[src/hw/rtl/clnp_pkg.sv]
// Package of the comma list number parser: widths, character codes, op word type.
// No dependencies; every other file of the block but the assertion header imports it.
`default_nettype none

package clnp_pkg;

  localparam int unsigned CH_W = 8;
  localparam int unsigned VAL_W = 32;
  localparam int unsigned ACC_W = VAL_W + 4;
  localparam int unsigned QUEUE_DEPTH_DEF = 4;

  localparam logic [CH_W-1:0] CH_COMMA = 8'h2C;
  localparam logic [CH_W-1:0] CH_MINUS = 8'h2D;
  localparam logic [CH_W-1:0] CH_PLUS = 8'h2B;
  localparam logic [CH_W-1:0] CH_LOW_X = 8'h78;
  localparam logic [CH_W-1:0] CH_UP_X = 8'h58;
  localparam logic [CH_W-1:0] CH_SPACE = 8'h20;
  localparam logic [CH_W-1:0] CH_TAB = 8'h09;
  localparam logic [CH_W-1:0] CH_CR = 8'h0D;
  localparam logic [CH_W-1:0] CH_ZERO = 8'h30;
  localparam logic [CH_W-1:0] CH_NINE = 8'h39;
  localparam logic [CH_W-1:0] CH_LOW_A = 8'h61;
  localparam logic [CH_W-1:0] CH_LOW_F = 8'h66;
  localparam logic [CH_W-1:0] CH_UP_A = 8'h41;
  localparam logic [CH_W-1:0] CH_UP_F = 8'h46;

  // accumulator clamp point (2^31) and the two saturated results
  localparam logic [VAL_W-1:0] MAG_CAP = 32'h8000_0000;
  localparam logic [VAL_W-1:0] SAT_POS = 32'h7FFF_FFFF;
  localparam logic [VAL_W-1:0] SAT_NEG = 32'h8000_0000;

  // one classified character, front to back
  typedef struct packed {
    logic       keep;     // not blank, not comma
    logic       comma;
    logic       last;
    logic       is_minus;
    logic       is_plus;
    logic       is_x;
    logic       dec_ok;
    logic       hex_ok;
    logic [3:0] digit;    // hex value, valid when hex_ok
  } clnp_op_t;

  typedef enum logic {
    PH_ACTION,
    PH_FINAL
  } clnp_phase_t;

endpackage

`default_nettype wire

[src/hw/rtl/clnp_char_if.sv]
// Character channel of the comma list number parser (valid/ready word plus payload).
// Depends on clnp_pkg for the character width.
`default_nettype none

interface clnp_char_if import clnp_pkg::*; ();
  logic            valid;
  logic            ready;
  logic [CH_W-1:0] ch;
  logic            last;

  modport source (output valid, output ch, output last, input ready);
  modport sink (input valid, input ch, input last, output ready);
endinterface

`default_nettype wire

[src/hw/rtl/clnp_num_if.sv]
// Number channel of the comma list number parser (valid/ready word plus payload).
// Depends on clnp_pkg for the value width.
`default_nettype none

interface clnp_num_if import clnp_pkg::*; ();
  logic             valid;
  logic             ready;
  logic [VAL_W-1:0] value;
  logic             saturated;
  logic             final_number;

  modport source (output valid, output value, output saturated, output final_number,
                  input ready);
  modport sink (input valid, input value, input saturated, input final_number,
                output ready);
endinterface

`default_nettype wire

[src/hw/rtl/clnp_front.sv]
// Front end: takes character words and classifies each into an op word.
// Depends on clnp_pkg and clnp_char_if.
`default_nettype none

module clnp_front import clnp_pkg::*; (
  clnp_char_if.sink  chars,
  output logic       push_valid,
  input  logic       push_ready,
  output clnp_op_t   push_op
);

  logic blank;
  logic comma;
  logic is_dec;
  logic is_low;
  logic is_up;

  always_comb begin
    blank  = chars.ch inside {CH_SPACE, [CH_TAB:CH_CR]};
    comma  = (chars.ch == CH_COMMA);
    is_dec = chars.ch inside {[CH_ZERO:CH_NINE]};
    is_low = chars.ch inside {[CH_LOW_A:CH_LOW_F]};
    is_up  = chars.ch inside {[CH_UP_A:CH_UP_F]};
  end

  always_comb begin
    push_op.keep     = !blank && !comma;
    push_op.comma    = comma;
    push_op.last     = chars.last;
    push_op.is_minus = (chars.ch == CH_MINUS);
    push_op.is_plus  = (chars.ch == CH_PLUS);
    push_op.is_x     = (chars.ch == CH_LOW_X) || (chars.ch == CH_UP_X);
    push_op.dec_ok   = is_dec;
    push_op.hex_ok   = is_dec || is_low || is_up;
    // letters: low nibble of 'a'/'A' is 1, so +9 gives 10
    push_op.digit    = is_dec ? chars.ch[3:0] : chars.ch[3:0] + 4'd9;
  end

  assign push_valid  = chars.valid;
  assign chars.ready = push_ready;

endmodule

`default_nettype wire

[src/hw/rtl/clnp_queue.sv]
// Small op queue between front and back; flop storage, push and pop in the same cycle.
// Depends on clnp_pkg for the op word type.
`default_nettype none

module clnp_queue import clnp_pkg::*; #(
  parameter int unsigned DEPTH = QUEUE_DEPTH_DEF
) (
  input  logic     clk,
  input  logic     rst,
  input  logic     push_valid,
  output logic     push_ready,
  input  clnp_op_t push_op,
  output logic     pop_valid,
  input  logic     pop_ready,
  output clnp_op_t pop_op
);

  localparam int unsigned PTR_W = (DEPTH > 1) ? $clog2(DEPTH) : 1;
  localparam int unsigned CNT_W = $clog2(DEPTH + 1);
  localparam logic [PTR_W-1:0] PTR_LAST = PTR_W'(DEPTH - 1);
  localparam logic [CNT_W-1:0] CNT_FULL = CNT_W'(DEPTH);

  clnp_op_t         slots [DEPTH];
  logic [PTR_W-1:0] head;
  logic [PTR_W-1:0] tail;
  logic [CNT_W-1:0] count;
  logic             do_push;
  logic             do_pop;

  assign push_ready = (count != CNT_FULL);
  assign pop_valid  = (count != '0);
  assign pop_op     = slots[head];
  assign do_push    = push_valid && push_ready;
  assign do_pop     = pop_valid && pop_ready;

  always_ff @(posedge clk) begin
    if (do_push) begin
      slots[tail] <= push_op;
    end
  end

  always_ff @(posedge clk) begin
    if (rst) begin
      head  <= '0;
      tail  <= '0;
      count <= '0;
    end else begin
      if (do_push) begin
        tail <= (tail == PTR_LAST) ? '0 : tail + 1'b1;
      end
      if (do_pop) begin
        head <= (head == PTR_LAST) ? '0 : head + 1'b1;
      end
      if (do_push && !do_pop) begin
        count <= count + 1'b1;
      end else if (do_pop && !do_push) begin
        count <= count - 1'b1;
      end
    end
  end

endmodule

`default_nettype wire

[src/hw/rtl/clnp_back.sv]
// Back end: token state, strtol-style accumulate and clamp, registered number output.
// Depends on clnp_pkg and clnp_num_if.
`default_nettype none

module clnp_back import clnp_pkg::*; (
  input  logic       clk,
  input  logic       rst,
  input  logic       op_valid,
  output logic       op_ready,
  input  clnp_op_t   op,
  clnp_num_if.source numbers
);

  clnp_phase_t      phase;
  clnp_phase_t      phase_next;

  logic [1:0]       kept_count;
  logic             negative;
  logic [VAL_W-1:0] dec_mag;
  logic             dec_stopped;
  logic [VAL_W-1:0] hex_mag;
  logic             hex_stopped;
  logic             hex_mode;
  logic             over_limit;
  logic             first_hex_ok;
  logic [3:0]       first_digit;
  logic             first_zero;

  logic [1:0]       kept_count_next;
  logic             negative_next;
  logic [VAL_W-1:0] dec_mag_next;
  logic             dec_stopped_next;
  logic [VAL_W-1:0] hex_mag_next;
  logic             hex_stopped_next;
  logic             hex_mode_next;
  logic             over_limit_next;
  logic             first_hex_ok_next;
  logic [3:0]       first_digit_next;
  logic             first_zero_next;

  logic             out_valid;
  logic [VAL_W-1:0] out_value;
  logic             out_sat;
  logic             out_fin;

  logic             out_free;
  logic             do_act;
  logic             emit_comma;
  logic             do_final;
  logic             load_out;

  logic [ACC_W-1:0] dec_acc;
  logic [ACC_W-1:0] hex_acc;
  logic             dec_over;
  logic             hex_over;
  logic [VAL_W-1:0] emit_value;
  logic             emit_sat;

  assign out_free = !out_valid || numbers.ready;

  // phase: PH_FINAL emits the number closed by the last character
  always_comb begin
    phase_next = phase;
    case (phase)
      PH_ACTION: begin
        if (do_act && op.last) begin
          phase_next = PH_FINAL;
        end
      end
      PH_FINAL: begin
        if (out_free) begin
          phase_next = PH_ACTION;
        end
      end
      default: phase_next = PH_ACTION;
    endcase
  end

  always_comb begin
    do_act   = 1'b0;
    do_final = 1'b0;
    case (phase)
      PH_ACTION: do_act   = op_valid && (!op.comma || out_free);
      PH_FINAL:  do_final = out_free;
      default: ;
    endcase
    emit_comma = do_act && op.comma;
    load_out   = emit_comma || do_final;
    op_ready   = (do_act && !op.last) || do_final;
  end

  // value*base + digit, clamped at 2^31
  always_comb begin
    dec_acc  = {1'b0, dec_mag, 3'b000} + {3'b000, dec_mag, 1'b0} + {32'd0, op.digit};
    hex_acc  = {hex_mag, 4'b0000} | {32'd0, op.digit};
    dec_over = dec_acc > {4'd0, MAG_CAP};
    hex_over = hex_acc > {4'd0, MAG_CAP};
  end

  always_comb begin
    kept_count_next   = kept_count;
    negative_next     = negative;
    dec_mag_next      = dec_mag;
    dec_stopped_next  = dec_stopped;
    hex_mag_next      = hex_mag;
    hex_stopped_next  = hex_stopped;
    hex_mode_next     = hex_mode;
    over_limit_next   = over_limit;
    first_hex_ok_next = first_hex_ok;
    first_digit_next  = first_digit;
    first_zero_next   = first_zero;
    if (load_out) begin
      kept_count_next   = '0;
      negative_next     = 1'b0;
      dec_mag_next      = '0;
      dec_stopped_next  = 1'b0;
      hex_mag_next      = '0;
      hex_stopped_next  = 1'b0;
      hex_mode_next     = 1'b0;
      over_limit_next   = 1'b0;
      first_hex_ok_next = 1'b0;
      first_digit_next  = '0;
      first_zero_next   = 1'b0;
    end else if (do_act && op.keep) begin
      // decimal digit step unless sign/x handling below applies
      if ((kept_count == 2'd0 && !op.is_minus && !op.is_plus) ||
          (kept_count == 2'd1 && !op.is_x) ||
          (kept_count == 2'd2 && !hex_mode)) begin
        if (!dec_stopped) begin
          if (!op.dec_ok) begin
            dec_stopped_next = 1'b1;
          end else if (dec_over) begin
            dec_mag_next    = MAG_CAP;
            over_limit_next = 1'b1;
          end else begin
            dec_mag_next = dec_acc[VAL_W-1:0];
          end
        end
      end
      case (kept_count)
        2'd0: begin
          first_hex_ok_next = op.hex_ok;
          first_digit_next  = op.digit;
          first_zero_next   = op.dec_ok && (op.digit == 4'd0);
          negative_next     = op.is_minus;
          kept_count_next   = 2'd1;
        end
        2'd1: begin
          if (op.is_x) begin
            hex_mode_next    = 1'b1;
            hex_mag_next     = first_hex_ok ? {28'd0, first_digit} : '0;
            hex_stopped_next = !first_zero;
          end
          kept_count_next = 2'd2;
        end
        default: begin
          if (hex_mode && !hex_stopped) begin
            if (!op.hex_ok) begin
              hex_stopped_next = 1'b1;
            end else if (hex_over) begin
              hex_mag_next    = MAG_CAP;
              over_limit_next = 1'b1;
            end else begin
              hex_mag_next = hex_acc[VAL_W-1:0];
            end
          end
        end
      endcase
    end
  end

  // number of the current token; magnitudes never exceed 2^31
  always_comb begin
    if (hex_mode) begin
      emit_sat   = over_limit || hex_mag[VAL_W-1];
      emit_value = emit_sat ? SAT_POS : hex_mag;
    end else if (negative) begin
      emit_sat   = over_limit;
      emit_value = emit_sat ? SAT_NEG : '0 - dec_mag;
    end else begin
      emit_sat   = over_limit || dec_mag[VAL_W-1];
      emit_value = emit_sat ? SAT_POS : dec_mag;
    end
  end

  always_ff @(posedge clk) begin
    if (rst) begin
      phase        <= PH_ACTION;
      kept_count   <= '0;
      negative     <= 1'b0;
      dec_mag      <= '0;
      dec_stopped  <= 1'b0;
      hex_mag      <= '0;
      hex_stopped  <= 1'b0;
      hex_mode     <= 1'b0;
      over_limit   <= 1'b0;
      first_hex_ok <= 1'b0;
      first_digit  <= '0;
      first_zero   <= 1'b0;
      out_valid    <= 1'b0;
    end else begin
      phase        <= phase_next;
      kept_count   <= kept_count_next;
      negative     <= negative_next;
      dec_mag      <= dec_mag_next;
      dec_stopped  <= dec_stopped_next;
      hex_mag      <= hex_mag_next;
      hex_stopped  <= hex_stopped_next;
      hex_mode     <= hex_mode_next;
      over_limit   <= over_limit_next;
      first_hex_ok <= first_hex_ok_next;
      first_digit  <= first_digit_next;
      first_zero   <= first_zero_next;
      if (load_out) begin
        out_valid <= 1'b1;
      end else if (numbers.ready) begin
        out_valid <= 1'b0;
      end
    end
  end

  always_ff @(posedge clk) begin
    if (load_out) begin
      out_value <= emit_value;
      out_sat   <= emit_sat;
      out_fin   <= do_final;
    end
  end

  assign numbers.valid        = out_valid;
  assign numbers.value        = out_value;
  assign numbers.saturated    = out_sat;
  assign numbers.final_number = out_fin;

endmodule

`default_nettype wire

[src/hw/rtl/comma_list_number_parser.sv]
// Top level of the comma list number parser: front, op queue and back end.
// Depends on clnp_pkg, clnp_char_if, clnp_num_if, clnp_front, clnp_queue, clnp_back.
//
//   channel   dir  payload                                  word accepted when
//   chars     in   ch[7:0], last                            valid && ready
//   numbers   out  value[31:0], saturated, final_number     valid && ready
//
// Cycles: one character word a cycle while the queue has room; a word with last set
//   stays queued while the back end passes PH_FINAL, where its number is emitted.
// Path: a comma word that closes a number passes a queue slot, then the output
//   register, before numbers.valid rises; a number closed by last also passes the
//   back end's PH_FINAL state between the two.
// Reset: rst synchronous, clears the queue, token state and output valid.
// Stalls: the queue lets chars keep flowing while numbers is held; chars.ready
//   drops only with the queue full.
`default_nettype none

module comma_list_number_parser import clnp_pkg::*; #(
  parameter int unsigned QUEUE_DEPTH = QUEUE_DEPTH_DEF
) (
  input  logic       clk,
  input  logic       rst,
  clnp_char_if.sink  chars,
  clnp_num_if.source numbers
);

  // front to queue
  logic     push_valid;
  logic     push_ready;
  clnp_op_t push_op;

  // queue to back end
  logic     pop_valid;
  logic     pop_ready;
  clnp_op_t pop_op;

  // classify: blank, comma, sign, x, digit value in both bases
  clnp_front u_front (
    .chars      (chars),
    .push_valid (push_valid),
    .push_ready (push_ready),
    .push_op    (push_op)
  );

  // decouples character intake from number delivery
  clnp_queue #(
    .DEPTH (QUEUE_DEPTH)
  ) u_queue (
    .clk        (clk),
    .rst        (rst),
    .push_valid (push_valid),
    .push_ready (push_ready),
    .push_op    (push_op),
    .pop_valid  (pop_valid),
    .pop_ready  (pop_ready),
    .pop_op     (pop_op)
  );

  // token accumulate, clamp and the registered number output
  clnp_back u_back (
    .clk      (clk),
    .rst      (rst),
    .op_valid (pop_valid),
    .op_ready (pop_ready),
    .op       (pop_op),
    .numbers  (numbers)
  );

endmodule

`default_nettype wire

[src/flat_wrapper.sv]
// flat-port wrapper written by rule: the top's interface ports become plain ports
module comma_list_number_parser_flat import clnp_pkg::*;
#(
  parameter int unsigned QUEUE_DEPTH = QUEUE_DEPTH_DEF
)
  (clk, rst, chars_valid, chars_ch, chars_last, chars_ready, numbers_valid, numbers_value, numbers_saturated, numbers_final_number, numbers_ready);
  clnp_char_if chars_i ();
  clnp_num_if numbers_i ();
  input  logic clk;
  input  logic rst;
  input wire logic [$bits(chars_i.valid)-1:0] chars_valid;
  input wire logic [$bits(chars_i.ch)-1:0] chars_ch;
  input wire logic [$bits(chars_i.last)-1:0] chars_last;
  output wire logic [$bits(chars_i.ready)-1:0] chars_ready;
  output wire logic [$bits(numbers_i.valid)-1:0] numbers_valid;
  output wire logic [$bits(numbers_i.value)-1:0] numbers_value;
  output wire logic [$bits(numbers_i.saturated)-1:0] numbers_saturated;
  output wire logic [$bits(numbers_i.final_number)-1:0] numbers_final_number;
  input wire logic [$bits(numbers_i.ready)-1:0] numbers_ready;
  assign chars_i.valid = chars_valid;
  assign chars_i.ch = chars_ch;
  assign chars_i.last = chars_last;
  assign chars_ready = chars_i.ready;
  assign numbers_valid = numbers_i.valid;
  assign numbers_value = numbers_i.value;
  assign numbers_saturated = numbers_i.saturated;
  assign numbers_final_number = numbers_i.final_number;
  assign numbers_i.ready = numbers_ready;
  comma_list_number_parser #(.QUEUE_DEPTH(QUEUE_DEPTH)) u_core (.clk(clk), .rst(rst), .chars(chars_i), .numbers(numbers_i));
endmodule
[config.mk]
export PLATFORM = sky130hd
export DESIGN_NAME = comma_list_number_parser_flat
export DESIGN_NICKNAME = d
export VERILOG_FILES = /design/src/hw/rtl/clnp_pkg.sv /design/src/hw/rtl/clnp_char_if.sv /design/src/hw/rtl/clnp_num_if.sv /design/src/hw/rtl/clnp_front.sv /design/src/hw/rtl/clnp_queue.sv /design/src/hw/rtl/clnp_back.sv /design/src/hw/rtl/comma_list_number_parser.sv /design/src/flat_wrapper.sv
export SDC_FILE = /design/constraint.sdc
export NUM_CORES = 1
export LEC_CHECK = 0
export ABC_CLOCK_PERIOD_IN_PS = 11200
export BUFFER_PORTS_ARGS = -buffer_cell sky130_fd_sc_hd__buf_2
export CORE_AREA = 8 8 143 145
export CTS_BUF_LIST = sky130_fd_sc_hd__clkbuf_16
export DETAILED_ROUTE_END_ITERATION = 10
export DIE_AREA = 0 0 151 153
export PLACE_DENSITY = 0.72
export SLEW_MARGIN = 20
export SYNTH_ARGS = -nofsm -noshare
export SYNTH_HDL_FRONTEND = slang
export SYNTH_SLANG_ARGS = --single-unit
[constraint.sdc]
create_clock -name clk -period 11.2 [get_ports clk]
set_clock_uncertainty 0.1 [all_clocks]
set_input_delay 1.12 -clock clk [delete_from_list [all_inputs] [get_ports clk]]
set_output_delay 1.12 -clock clk [all_outputs]
set_load 0.02 [all_outputs]
==> results.yml, run 1 <==
cells_and_area:
  drive_above_1_share: 0.131
  insertedDiodeCount: 0
  final_cell_mix: "nor2_1 (154), dfxtp_1 (88), nand2_1 (83)"
  final_area_mm2: 0.0113
  final_util: 0.620
  final_common_cell: "nor2_1"
  final_nets: 1205
  synthToLayoutAreaGrowth_pct: 9.41
  fillers: 1559
timing:
  finalSetupViolCount: 0
  final_hold_viol_count: 0
  slew_headroom: 0.268
  drv_slew: 0
  min_period_ps: 5860
  rsz0062_at_grt: "no"
  min_period_over_period: 0.523
  clock.fmax_mhz: 171
  fin_ws_ps: 5340
  setup_tns_ps: 0
  worst_pin_slew_ps: 1100
floorplanning:
  initial_utilization: 0.567
  io_pins: 49
  num_rows: 50
  core_region_area_mm2: 0.0183
  dieArea_mm2: 0.0231
  die_h_um: 153
  die_x_um: 151
setup_path:
  reg2reg_depth: 12
  reg2reg_slack_ps: 5340
  worst_setup_path_end_kind: "flip-flop"
  timing.critical_path.fanout_max: 32
  crit_arrival_ps: 6080
  cp-start-kind: "flip-flop"
  r2r-end: "u_core.u_back.over_limit"
  worstSetupPathType: "reg2reg"
  crit_required_ps: 11420
power:
  intPower_mw: 1.39
  p_sw_uw: 820
  power.leakage_nw: 4.69
  p_per_area_mw_per_mm2: 195
  swShare: 0.371
  pwr-share-clk: 0.269
  combPwrFrac: 0.343
  peakVddDrop_mv: 0.230
  p_seq_frac: 0.387
  total_power_mw: 2.21
routing:
  viasPerCell: 6.25
  dr.pass1.iters: 6
  ant_nets: 0
  num_vias: 8519
  drc: 0
  avgRoutedWirePerCell_um: 18.6
  routed_wl_mm: 25.3
  first_iter_violations: 693
clocking:
  clk_path_buf_depth: 2
  cts_htree_levels: 4
  cts_root_buffer: "clkbuf_16"
  ctsResizeCount: 0
  worst_skew_pair.late_latency_ps: 430
  clk_pin_slew_worst_paths_ps: 70
  cts_tree: "built"
  cts_buffers: 17
  cts_setup_buffers: 0
  cts_hold_buf: 0
  numClockSinks: 170
yosys:
  async_reset_ff_frac: 0
  synth-edff-count: 82
  synthCells: 1099
  syn-num-nets: 1188
  synth_seq_cells: 170
  netlist_area_mm2: 0.0104
  ys_warn_count: 0
  ys_seq_area_frac: 0.408
  yosys.area.top_type: "edfxtp_1"
  synthTopCellsByArea: "edfxtp_1 (24%), dfxtp_1 (17%), ha_1 (8.8%)"
  synth.avg_cell_area_um2: 9.42
  synth_flop_cell: "dfxtp_1"
  synth_top_cell_area_share: 0.238
  synth.distinct_cells: 71
placed_design:
  io_buffers: 48
  dp_hpwl_mm: 18.4
  gp_congestion: 0.930
  dpl_worst_slack_ps: 5350
  place_area_mm2: 0.0107
min_path:
  hold_class: "reg2reg"
  holdPathStages: 1
  hold_start: "u_core.u_back.hex_stopped"
  hold_end: "u_core.u_back.hex_stopped"
global_routing:
  grt_max_degree: 46
  grt_overflow: 0
  antenna_found_initial: 0
  track_usage: 0.220
  grt_pass1_wl_mm: 41.1
  grt_pass1_vias: 8144
status:
  outcome: "finished clean"
run:
  max_cap_violations: 0
cell usage after synthesis, drive strengths merged (4+ instances only):
cell type and instances:
buf 8, a21o 7, xnor2 17, and2 7, o221ai 4, nand2 83, and3 10, a211o 4
a22oi 28, o21a 10, ha 73, a31oi 5, mux4 12, a211oi 12, a32oi 4, dfxtp 88
xor2 14, o31ai 38, or4 5, o22ai 6, a21oi 79, mux2i 14, nor3 27, nor2 156
or3 18, o21ai 49, nand3 41, nor4 13, nand4 15, a221oi 15, o211ai 10, o21bai 4
inv 27, clkbuf 52, nand2b 10, edfxtp 82, nor2b 9
flip-flops by register name, indices dropped and copies added, names as in the netlist, named ones only:
signal and count:
u_core.u_back.dec_mag 32, u_core.u_back.dec_stopped 1, u_core.u_back.first_digit 4, u_core.u_back.first_hex_ok 1, u_core.u_back.first_zero 1, u_core.u_back.hex_mag 32
u_core.u_back.hex_mode 1, u_core.u_back.hex_stopped 1, u_core.u_back.kept_count 2, u_core.u_back.negative 1, u_core.u_back.numbers.final_number 1, u_core.u_back.numbers.saturated 1
u_core.u_back.numbers.valid 1, u_core.u_back.numbers.value 32, u_core.u_back.over_limit 1, u_core.u_back.phase 1, u_core.u_queue.count 3, u_core.u_queue.head 2
u_core.u_queue.slots 48, u_core.u_queue.tail 2
worst max-delay path, cell delays in order, from the launching register on:
cell and delay [ps]:
dfxtp_1 870, mux4_2 650, ha_1 300, ha_1 240
fa_1 430, xor2_1 170, or4_1 380, or4_1 460
or4_1 430, nor4_1 290, nand4b_1 140, o41a_2 850
o31a_1 410
worst max-delay path by stage:
stage	from	end	slack, ps	cells after the start
floorplan	flip-flop	u_core.u_back.dec_mag[0]	6230	14
global placement	flip-flop	u_core.u_back.over_limit	5380	12
detailed placement	flip-flop	u_core.u_back.over_limit	5350	12
CTS	flip-flop	u_core.u_back.over_limit	5300	12
global route	flip-flop	u_core.u_back.over_limit	5060	12
finish	flip-flop	u_core.u_back.over_limit	5340	12
power by group through the flow:
stage               sequential [mW]  clock (mW)  combinational, mW
floorplan                     0.936           0              0.474
global placement              0.867           0              0.746
detailed placement            0.870           0              0.758
CTS                           0.858       0.599              0.761
global route                  0.870       0.625              0.826
finish                        0.856       0.594              0.759
layer usage:
| layer | track usage | vias up | wire length [um] | part of all wire |
|---|---|---|---|---|
| met5 | 0 | - | 0 | 0 |
| met4 | 0.0740 | 0 | 654 | 0.026 |
| met3 | 0.0443 | 50 | 1240 | 0.049 |
| met2 | 0.382 | 261 | 13000 | 0.51 |
| met1 | 0.265 | 4038 | 10400 | 0.41 |
| li1 | - | 4170 | - | - |
per-stage QoR:
| stage | cells | hold slack (ps) |
|---|---|---|
| after floorplan | 1099 | 338 |
| after global placement | 1331 | 370 |
| after detailed placement | 1331 | 379 |
| after CTS | 1363 | 394 |
| after global routing | 1363 | 411 |
| final | 1363 | 391 |
cell families after synthesis:
family	after synthesis	synth area share
buffers and inverters	87	0.0343
flip-flops	170	0.408
AO/OA/AOI/OAI	297	0.208
XOR/XNOR	31	0.0262
AND/OR/NAND/NOR	411	0.189
multiplexers	27	0.0407
adder cells (fa/ha/maj)	76	0.0940
final cells by class:
class / count / area (um2) / area share
Multi-Input combinational cell: 842 / 5790 / 0.511
Sequential cell: 170 / 4220 / 0.373
Clock inverter: 13 / 128 / 0.0113
Inverter: 27 / 101 / 0.00894
Timing Repair Buffer: 58 / 315 / 0.0278
Tap cell: 234 / 293 / 0.0258
Clock buffer: 19 / 475 / 0.0420
Power figures use the tool's default switching activity.
==> inputs of run 2 (changes only) <==
ABC_CLOCK_PERIOD_IN_PS = 5400   (was 11200)
clock period = 5.4 ns   (was 11.2 ns; I/O delays follow)
==> run 2 against run 1 <==
  * Clock-buffer cell count is 2 lower
  * Via count is 2.4% higher
  * Core utilization is 0.69 points higher
  * First-iteration DRC count is 10% higher
  * Flip-flop and latch count stayed put
  * Final area is 1.1% higher
  * Worst setup slack worse by 5200 ps
  * Fmax is 12% higher
  * Power is 110% higher
  * Largest power group unchanged
==> results.yml, run 2 (same netlist as run 1, synthesis figures left out) <==
status:
  outcome: "finished clean"
cells_and_area:
  drive_above_1_share: 0.144
  final_cell_mix: "nor2_1 (154), dfxtp_1 (87), nand2_1 (83)"
  top_register: "u_core.u_queue.slots"
  fin_cells: 1379
  final_area_mm2: 0.0115
  final_common_cell: "nor2_1"
  final_util: 0.627
  synthToLayoutAreaGrowth_pct: 10.6
  final_nets: 1221
  largest_reg_flops: 48
  insertedDiodeCount: 0
clocking:
  cts_tree: "built"
  cts_root_buffer: "clkbuf_16"
  worst_skew_pair.late_latency_ps: 430
  cts_buffers: 17
  clk_path_buf_depth: 2
  numClockSinks: 170
  cts_hold_buf: 0
  cts_htree_levels: 4
  clk_pin_slew_worst_paths_ps: 70
setup_path:
  reg2reg_slack_ps: 160
  cp-start-kind: "flip-flop"
  reg2reg_depth: 13
  worst_setup_path_end_kind: "flip-flop"
  crit_required_ps: 5630
  crit_arrival_ps: 5480
  worstSetupPathType: "reg2reg"
  timing.critical_path.fanout_max: 12
global_routing:
  grt_pass1_vias: 8212
  grt_overflow: 0
  antenna_found_initial: 0
  grt_pass1_wl_mm: 42.2
  track_usage: 0.227
  grt_max_degree: 46
routing:
  avgRoutedWirePerCell_um: 18.9
  dr.pass1.iters: 5
  first_iter_violations: 762
  ant_nets: 0
  routed_wl_mm: 26.0
  viasPerCell: 6.33
  drc: 0
  num_vias: 8726
power:
  p_per_area_mw_per_mm2: 402
  peakVddDrop_mv: 0.292
  power.leakage_nw: 4.78
  total_power_mw: 4.61
timing:
  setup_tns_ps: 0
  min_period_ps: 5240
  rsz0062_at_grt: "no"
  slew_headroom: 0.445
  timing.hold.ws_ps: 244
  clock.fmax_mhz: 191
  final_hold_viol_count: 0
  fin_ws_ps: 157
  worst_pin_slew_ps: 832
  finalSetupViolCount: 0
  drv_slew: 0
  min_period_over_period: 0.971
floorplanning:
  die_x_um: 151
  io_pins: 49
  initial_utilization: 0.567
  core_region_area_mm2: 0.0183
  die_h_um: 153
  dieArea_mm2: 0.0231
  num_rows: 50
min_path:
  hold_start: "chars_last"
  holdPathStages: 1
  hold_class: "in2reg"
placed_design:
  dpl_worst_slack_ps: -38.0
  gp_congestion: 0.926
  io_buffers: 48
  dp_hpwl_mm: 19.1
  place_area_mm2: 0.0108
  placed_cells: 1341
run:
  max_cap_violations: 0
run 2: cell type report:
type / instances / area (um2)
multi-input combinational: 842 / 5800
clock buffer: 17 / 425
inverter: 27 / 101
sequential: 170 / 4230
fill: 1555 / 6810
tap: 234 / 293
timing repair buffer: 74 / 443
clock inverter: 15 / 164
run 2: power by group:
group          internal (mW)  switching (mW)
Sequential              1.65           0.107
Combinational          0.546            1.08
Clock                  0.691           0.531
Total                   2.89            1.72
run 2: timing repair:
action | CTS | global route
pin swaps | 0 | 1
gates resized for setup | 1 | 2
setup buffers | 0 | 6
endpoints found under the setup margin | 20 | 20
run 2: final timing paths:
kind | end
worst max-delay path | u_core.u_back.dec_mag[1]
worst min-delay path | u_core.u_queue.slots[2][9]
worst max register to register | u_core.u_back.dec_mag[1]
worst min register to register | flip-flop
run 2: per-layer routing:
layer	wire (um)	global-route usage	vias up
li1	-	-	4197
met1	10800	0.271	4215
met2	13400	0.396	253
met3	1170	0.0393	61
met4	687	0.0844	0
met5	0	0	-
run 2: critical path: stages, from the launching register on:
cell	delay, ps
dfxtp_4	400
mux4_2	570
ha_1	310
ha_1	240
fa_1	440
xor2_1	170
or4_1	390
or4_1	490
or4_1	470
nor4_1	300
nand4b_1	180
o41a_4	600
buf_4	210
o31ai_2	270
==> inputs of run 3 (changes only) <==
==> constraint.sdc (replaced) <==
create_clock -name clk -period 5.4 [get_ports clk]
set_clock_uncertainty 0.1 [all_clocks]
set_input_delay 1.08 -clock clk [delete_from_list [all_inputs] [get_ports clk]]
set_output_delay 1.08 -clock clk [all_outputs]
set_load 0.02 [all_outputs]
==> run 3 against run 2 <==
  * Critical path depth did not move
  * Core utilization about the same
  * Sequential share of layout area barely moved
  * Non-clock buffer count shrank 5
  * Worst hold slack better by 160 ps
  * Sequential power is essentially flat
  * Global-route usage decreased by 0.56 points
  * Combinational power about the same
  * Final area hardly changed
  * Critical endpoint is now u_core.u_back.dec_mag[0]
  * Highest routed layer unchanged
==> results.yml, run 3 (same netlist as run 1, synthesis figures left out) <==
cells_and_area:
  largest_reg_flops: 48
  final_cell_mix: "nor2_1 (154), dfxtp_1 (87), nand2_1 (83)"
  final_util: 0.627
  final_area_mm2: 0.0115
  top_register: "u_core.u_queue.slots"
  synthToLayoutAreaGrowth_pct: 10.6
  insertedDiodeCount: 0
  final_common_cell: "nor2_1"
  fin_cells: 1374
  drive_above_1_share: 0.139
  final_nets: 1216
floorplanning:
  num_rows: 50
  die_x_um: 151
  core_region_area_mm2: 0.0183
  initial_utilization: 0.567
  dieArea_mm2: 0.0231
  io_pins: 49
  die_h_um: 153
setup_path:
  r2r-end: "u_core.u_back.dec_mag[0]"
  cp_cell_sequence: "mux4_2 -> ha_1 -> ha_1 -> fa_1 -> xor2_1 -> or4_1 -> or4_1 -> or4_1 -> nor4_1 -> nand4b_1 -> o41a_4 -> buf_4 -> o31ai_2"
  cp_num_cells: 13
  crit_required_ps: 5640
  critPathBufInv: 1
  reg2reg_depth: 13
  timing.critical_path.fanout_max: 15
  crit_arrival_ps: 5430
  path_common_cell: "or4_1"
  worstSetupPathType: "reg2reg"
  reg2reg_slack_ps: 210
  cp-endpoint: "u_core.u_back.dec_mag[0]"
  worst_setup_path_end_kind: "flip-flop"
  cp-start-kind: "flip-flop"
  cpMaxStageDelayCell: "o41a_4"
  path_delay_family: "simple AND/OR/NAND/NOR gates"
  slowest_delay_ps: 620
timing:
  slew_headroom: 0.278
  setup_tns_ps: 0
  min_period_over_period: 0.961
  drv_slew: 0
  clock.fmax_mhz: 193
  rsz0062_at_grt: "no"
  finalSetupViolCount: 0
  worst_pin_slew_ps: 1080
  final_hold_viol_count: 0
  timing.hold.ws_ps: 402
  min_period_ps: 5190
power:
  intPower_mw: 2.99
  combPwrFrac: 0.345
  power.leakage_nw: 4.77
  pwr-share-clk: 0.282
  p_seq_frac: 0.373
  peakVddDrop_mv: 0.289
  p_sw_mw: 1.72
  swShare: 0.365
  p_per_area_mw_per_mm2: 411
global_routing:
  track_usage: 0.221
  antenna_found_initial: 0
  grt_pass1_wl_mm: 41.2
  grt_overflow: 0
  grt_max_degree: 46
  grt_pass1_vias: 8037
placed_design:
  place_area_mm2: 0.0108
  gp_congestion: 0.921
  dp_hpwl_mm: 18.8
  placed_cells: 1342
  io_buffers: 48
clocking:
  cts_hold_buf: 0
  clk_path_buf_depth: 2
  cts_buffers: 17
  clk_pin_slew_worst_paths_ps: 70
  numClockSinks: 170
  worst_skew_pair.late_latency_ps: 430
  ctsResizeCount: 0
  cts_htree_levels: 4
  cts_setup_buffers: 0
  cts_tree: "built"
  cts_root_buffer: "clkbuf_16"
routing:
  dr.pass1.iters: 6
  ant_nets: 0
  drc: 0
  num_vias: 8619
  viasPerCell: 6.27
  avgRoutedWirePerCell_um: 18.5
  routed_wl_mm: 25.4
  first_iter_violations: 768
run:
  max_cap_violations: 0
status:
  outcome: "finished clean"
min_path:
  hold_class: "reg2reg"
## run 3: per-layer routing
layer	global-route usage	part of all wire	vias to the layer above
li1	-	-	4202
met2	0.386	0.52	226
met3	0.0422	0.049	40
met5	0	0	-
met1	0.267	0.41	4151
met4	0.0702	0.020	0
## run 3: layout make-up
type	instances	area, um2
Timing Repair Buffer	69	398
Clock inverter	15	211
Sequential cell	170	4230
Fill cell	1525	6810
Clock buffer	17	425
Multi-Input combinational cell	842	5800
Inverter	27	101
Tap cell	234	293
## run 3: power by group through the flow
stage	registers, mW	logic (mW)	clock network (mW)
after floorplan	1.94	0.982	0
after global placement	1.78	1.60	0
after detailed placement	1.78	1.62	0
after CTS	1.76	1.63	1.34
after global routing	1.78	1.77	1.39
final	1.76	1.63	1.33
## run 3: worst min path at each step
stage,startpoint,cells past startpoint,endpoint,slack (ps)
after floorplan,u_core.u_back.dec_stopped,2,u_core.u_back.dec_stopped,340
after global placement,u_core.u_back.dec_stopped,2,u_core.u_back.dec_stopped,370
after detailed placement,u_core.u_back.first_digit[0],2,u_core.u_back.first_digit[0],380
after CTS,u_core.u_back.dec_stopped,2,u_core.u_back.dec_stopped,400
after global routing,u_core.u_back.hex_stopped,1,u_core.u_back.hex_stopped,420
final,u_core.u_back.hex_stopped,1,u_core.u_back.hex_stopped,400
## run 3: metrics by stage
step / worst slack [ps] / power (mW)
3_5_place_dp: 28.3 / 3.40
4_1_cts: 4.91 / 4.72
6_report: 212 / 4.71
3_3_place_gp: 123 / 3.37
2_1_floorplan: 434 / 2.92
5_1_grt: 26.9 / 4.94
